## src/design/dpf_pkg.sv

```systemverilog
package dpf_pkg;

  localparam int DEPTH_DEF   = 256;
  localparam int ID_W_DEF    = 16;
  localparam int TIME_W_DEF  = 32;
  localparam int LIMIT_W     = 9;
  localparam int COUNT_OUT_W = 9;
  localparam logic [LIMIT_W-1:0] LIMIT_RESET = 9'd256;

  localparam logic [1:0] OP_ADD = 2'd0;
  localparam logic [1:0] OP_FWD = 2'd1;
  localparam logic [1:0] OP_CNT = 2'd2;

  typedef enum logic [1:0] {
    ST_IDLE,
    ST_SCAN,
    ST_OUT
  } state_t;

  typedef struct packed {
    logic shift;
    logic wr;
  } cell_ctl_t;

endpackage

```

## src/design/dpf_cell.sv

```systemverilog
module dpf_cell #(
  parameter int IDX = 0,
  parameter int ID_W = 16,
  parameter int TIME_W = 32,
  parameter int OW = 9,
  parameter int AW = 8,
  parameter int CW = 9
) (
  input  logic               clk,
  input  logic               rst,
  input  dpf_pkg::cell_ctl_t ctl,
  input  logic [AW-1:0]      wr_idx,
  input  logic [OW-1:0]      occ,
  input  logic [ID_W-1:0]    wr_src,
  input  logic [ID_W-1:0]    wr_dst,
  input  logic [TIME_W-1:0]  wr_time,
  input  logic [ID_W-1:0]    nb_src,
  input  logic [ID_W-1:0]    nb_dst,
  input  logic [TIME_W-1:0]  nb_time,
  input  logic [ID_W-1:0]    q_src,
  input  logic [ID_W-1:0]    q_dst,
  input  logic [TIME_W-1:0]  q_time,
  input  logic [TIME_W-1:0]  q_lo,
  input  logic [TIME_W-1:0]  q_hi,
  input  logic               vld_in,
  input  logic               dup_in,
  input  logic [CW-1:0]      cnt_in,
  output logic [ID_W-1:0]    e_src,
  output logic [ID_W-1:0]    e_dst,
  output logic [TIME_W-1:0]  e_time,
  output logic               vld_out,
  output logic               dup_out,
  output logic [CW-1:0]      cnt_out
);
  import dpf_pkg::*;

  logic live, hit_dup, hit_cnt;

  assign live    = OW'(IDX) < occ;
  assign hit_dup = live && (e_src == q_src) && (e_dst == q_dst) && (e_time == q_time);
  assign hit_cnt = live && (e_dst == q_dst) && (e_time >= q_lo) && (e_time <= q_hi);

  always_ff @(posedge clk) begin
    if (ctl.wr && (wr_idx == AW'(IDX))) begin
      e_src  <= wr_src;
      e_dst  <= wr_dst;
      e_time <= wr_time;
    end else if (ctl.shift) begin
      e_src  <= nb_src;
      e_dst  <= nb_dst;
      e_time <= nb_time;
    end
  end

  always_ff @(posedge clk) begin
    if (rst) begin
      vld_out <= 1'b0;
    end else begin
      vld_out <= vld_in;
    end
    dup_out <= dup_in | hit_dup;
    cnt_out <= cnt_in + CW'(hit_cnt);
  end

endmodule

```

## config.mk

```make
export PLATFORM = sky130hd
export DESIGN_NAME = dpf_cell
export DESIGN_NICKNAME = d
export VERILOG_FILES = /design/src/design/dpf_pkg.sv /design/src/design/dpf_cell.sv
export SDC_FILE = /design/constraint.sdc
export NUM_CORES = 1
export LEC_CHECK = 0
export ABC_AREA = 1
export BUFFER_PORTS_ARGS = -buffer_cell sky130_fd_sc_hd__buf_2
export CAP_MARGIN = 20
export CORE_ASPECT_RATIO = 1.75
export CORE_MARGIN = 10
export CORE_UTILIZATION = 30
export CTS_CLUSTER_SIZE = 16
export DETAILED_ROUTE_END_ITERATION = 10
export GPL_ROUTABILITY_DRIVEN = 0
export PLACE_DENSITY = 0.58
export SYNTH_ARGS = -nofsm -noshare
export SYNTH_HDL_FRONTEND = slang
export SYNTH_SLANG_ARGS = --single-unit
export TNS_END_PERCENT = 5
```

## constraint.sdc

```tcl
create_clock -name clk -period 2.5 [get_ports clk]
set_input_delay 0.25 -clock clk [delete_from_list [all_inputs] [get_ports clk]]
set_output_delay 0.25 -clock clk [all_outputs]
set_load 0.01 [all_outputs]
```

==> qor.csv <==
metric,value,unit
endpoint_kind,flip-flop,
critPathArrivalTime,2.78,ns
path_class,reg -> reg,
reg2reg_slack,-0.04,ns
fin_nets,1514,
syn_nets,1097,
cp_max_fo,3,
grt_pass1_vias,6770,
dieArea,26500,um^2
syn_area_per_cell,8.17,um^2
synth_area,6070,um^2
cts_made_buffers,9,
skew,0.00544,ns
wl,23700,um
place_inst,1386,
grt_max_degree,74,
synth_ff_type,edfxtp_1,
hold_ws,0.0647,ns
ctsHtreeMaxLevel,3,
start_util,30.6,%
yosysWarnings,0,
rsz0062_at_grt,true,
cts_tree,done,
drc,0,
via_per_inst,4.38,
synth-edff-count,64,
grt_pass1_wl,35600,um
powerDensity,451,nW/um^2
r2r-start,e_time[27],
rows,68,
yosys.cell_types.count,30,
final_cell_mix,"buf_2, inv_1, nand2_1",
grt_use_total,17.5,%
holdBufCountCts,0,
yosysSeqAreaShare,35.3,%
clkTransAtPathRegs,0.06,ns
post-route-util,45.2,%
layout_commonest_cell,buf_2,
synthArstFlopShare,0,%
die_x,128,um
via_count,6204,
io_buffers,362,
power.leakage,4.94,nW
final.fill_count,2069,
final.setup.tns,-0.0598,ns
drt-initial-drc-count,194,
overflow,0,
fmax,0.394,GHz
clockRootBuffer,clkbuf_16,
synth-seq-cells,75,
finalSetupViolCount,2,
maxSlewViolCount,0,
holdCritPathClass,in -> reg,
ir_drop,0.000381,V
synth_cells,743,
max_slew_margin,73.8,%
endpoint,cnt_out[8],
min_from,rst,
ant_nets,0,
run_status,finished with violations,
drive_above_1_share,43.5,%
cts.sinks,75,
antenna_found_initial,7,
period_share,102,%
stdcell_count,1416,
dp_hpwl,20800,um
ioPinCount,363,
critPathLaunchType,flip-flop,
insertion_delay,0.35,ns
fin_crit,2.54,ns
worstMarginPinSlew,0.394,ns
core,19800,um^2
violations,setup timing,
max_cap_violations,0,
cp.required,2.74,ns
reg2reg_to,cnt_out[8],
die_h,208,um
ff2ff_path_depth,14,
startpoint,e_time[27],
wl_per_cell,16.8,um
dr.pass1.iters,5,
layout_setup_ws,-0.0400,ns
cts_buffer_depth,2,
hold_violations,0,
area_growth,47.7,%
## registers in the layout, summed over array words and instances, names as in the netlist
signal   count
e_time      32
e_src       16
cnt_out      9
e_dst       16
dup_out      1
vld_out      1
## layer usage
metal | GRT usage [%] | vias to the layer above | routed length, um
met5 | 0 | - | 13
met4 | 8.45 | 2 | 792
met3 | 5.37 | 39 | 1630
met2 | 33.5 | 211 | 13400
met1 | 15.8 | 2744 | 7900
li1 | - | 3208 | -
## critical path, stage by stage (launching register included)
cell and delay, ns:
edfxtp_1 0.43, ha_1 0.31, a21oi_1 0.14, o21ai_0 0.10, nand2_1 0.07, nand2_1 0.08
a21oi_1 0.24, a21oi_2 0.11, nor2_4 0.15, ha_4 0.17, ha_4 0.14, nand3_4 0.06
nor3b_2 0.18, nand3_1 0.11, xnor2_1 0.14
## worst min-delay path by stage
stage          cells past startpoint  endpoint  slack, ns
2_1_floorplan                      1   vld_out       0.32
3_3_place_gp                       2   vld_out       0.43
3_5_place_dp                       2   vld_out       0.43
4_1_cts                            2   vld_out       0.05
5_1_grt                            2   vld_out       0.06
6_report                           2   vld_out       0.06
## cell usage after synthesis (all sizes together), types with 2 or more instances
cell | number | area [um^2]
a21oi | 32 | 160
o21ai | 72 | 548
and2 | 3 | 18.8
buf | 13 | 136
edfxtp | 64 | 1920
o2111ai | 2 | 17.5
nor3 | 8 | 40.0
or2 | 5 | 31.3
xnor2 | 47 | 412
nor3b | 2 | 15.0
dfxtp | 11 | 220
nand4 | 15 | 93.8
ha | 66 | 826
xor2 | 15 | 131
nor2 | 48 | 180
o21a | 3 | 22.5
nand3 | 11 | 55.1
nand2 | 161 | 604
inv | 159 | 597
## kinds of logic after synthesis
family | count (synthesis) | share of synthesized area, %
buffers and inverters | 173 | 12.1
xor gates and xnor gates | 62 | 8.95
AOI/OAI and AO/OA | 111 | 12.6
DFF | 75 | 35.3
adders and majority gates | 66 | 13.6
and+or+nand+nor | 256 | 17.4
## final cells by class
| cell class | instances | area, um^2 | area share (%) |
|---|---|---|---|
| clock buffer | 13 | 293 | 3.27 |
| clock inverter | 3 | 16.3 | 0.182 |
| timing repair buffer | 420 | 2300 | 25.7 |
| inverter | 159 | 597 | 6.66 |
| multi-input combinational | 495 | 3290 | 36.7 |
| antenna | 6 | 15.0 | 0.168 |
| tap | 245 | 307 | 3.42 |
| sequential | 75 | 2140 | 23.9 |
## what timing repair did
item                       CTS  global route
pin swaps                   14             9
buffers inserted             6             2
setup endpoints to repair    7             7
resized for setup           14             7
hold endpoints to repair     0             0
## report_power, final
| group | internal [W] | switching (W) | total, W |
|---|---|---|---|
| combinational | 0.000574 | 0.000557 | 0.00113 |
| sequential | 0.00147 | 0.0000811 | 0.00155 |
| clock | 0.000818 | 0.000547 | 0.00137 |
## metrics by stage
| stage | worst slack [ns] | power [W] | instance area [um^2] |
|---|---|---|---|
| after detailed placement | -0.472 | 0.00269 | 8480 |
| after global routing | -0.208 | 0.00430 | 8960 |
| after global placement | -0.439 | 0.00267 | 8480 |
| final | -0.0400 | 0.00405 | 8960 |
| after CTS | -0.108 | 0.00410 | 8900 |
| after floorplan | -0.0388 | 0.00211 | 6070 |
Power figures use the tool's default switching activity.
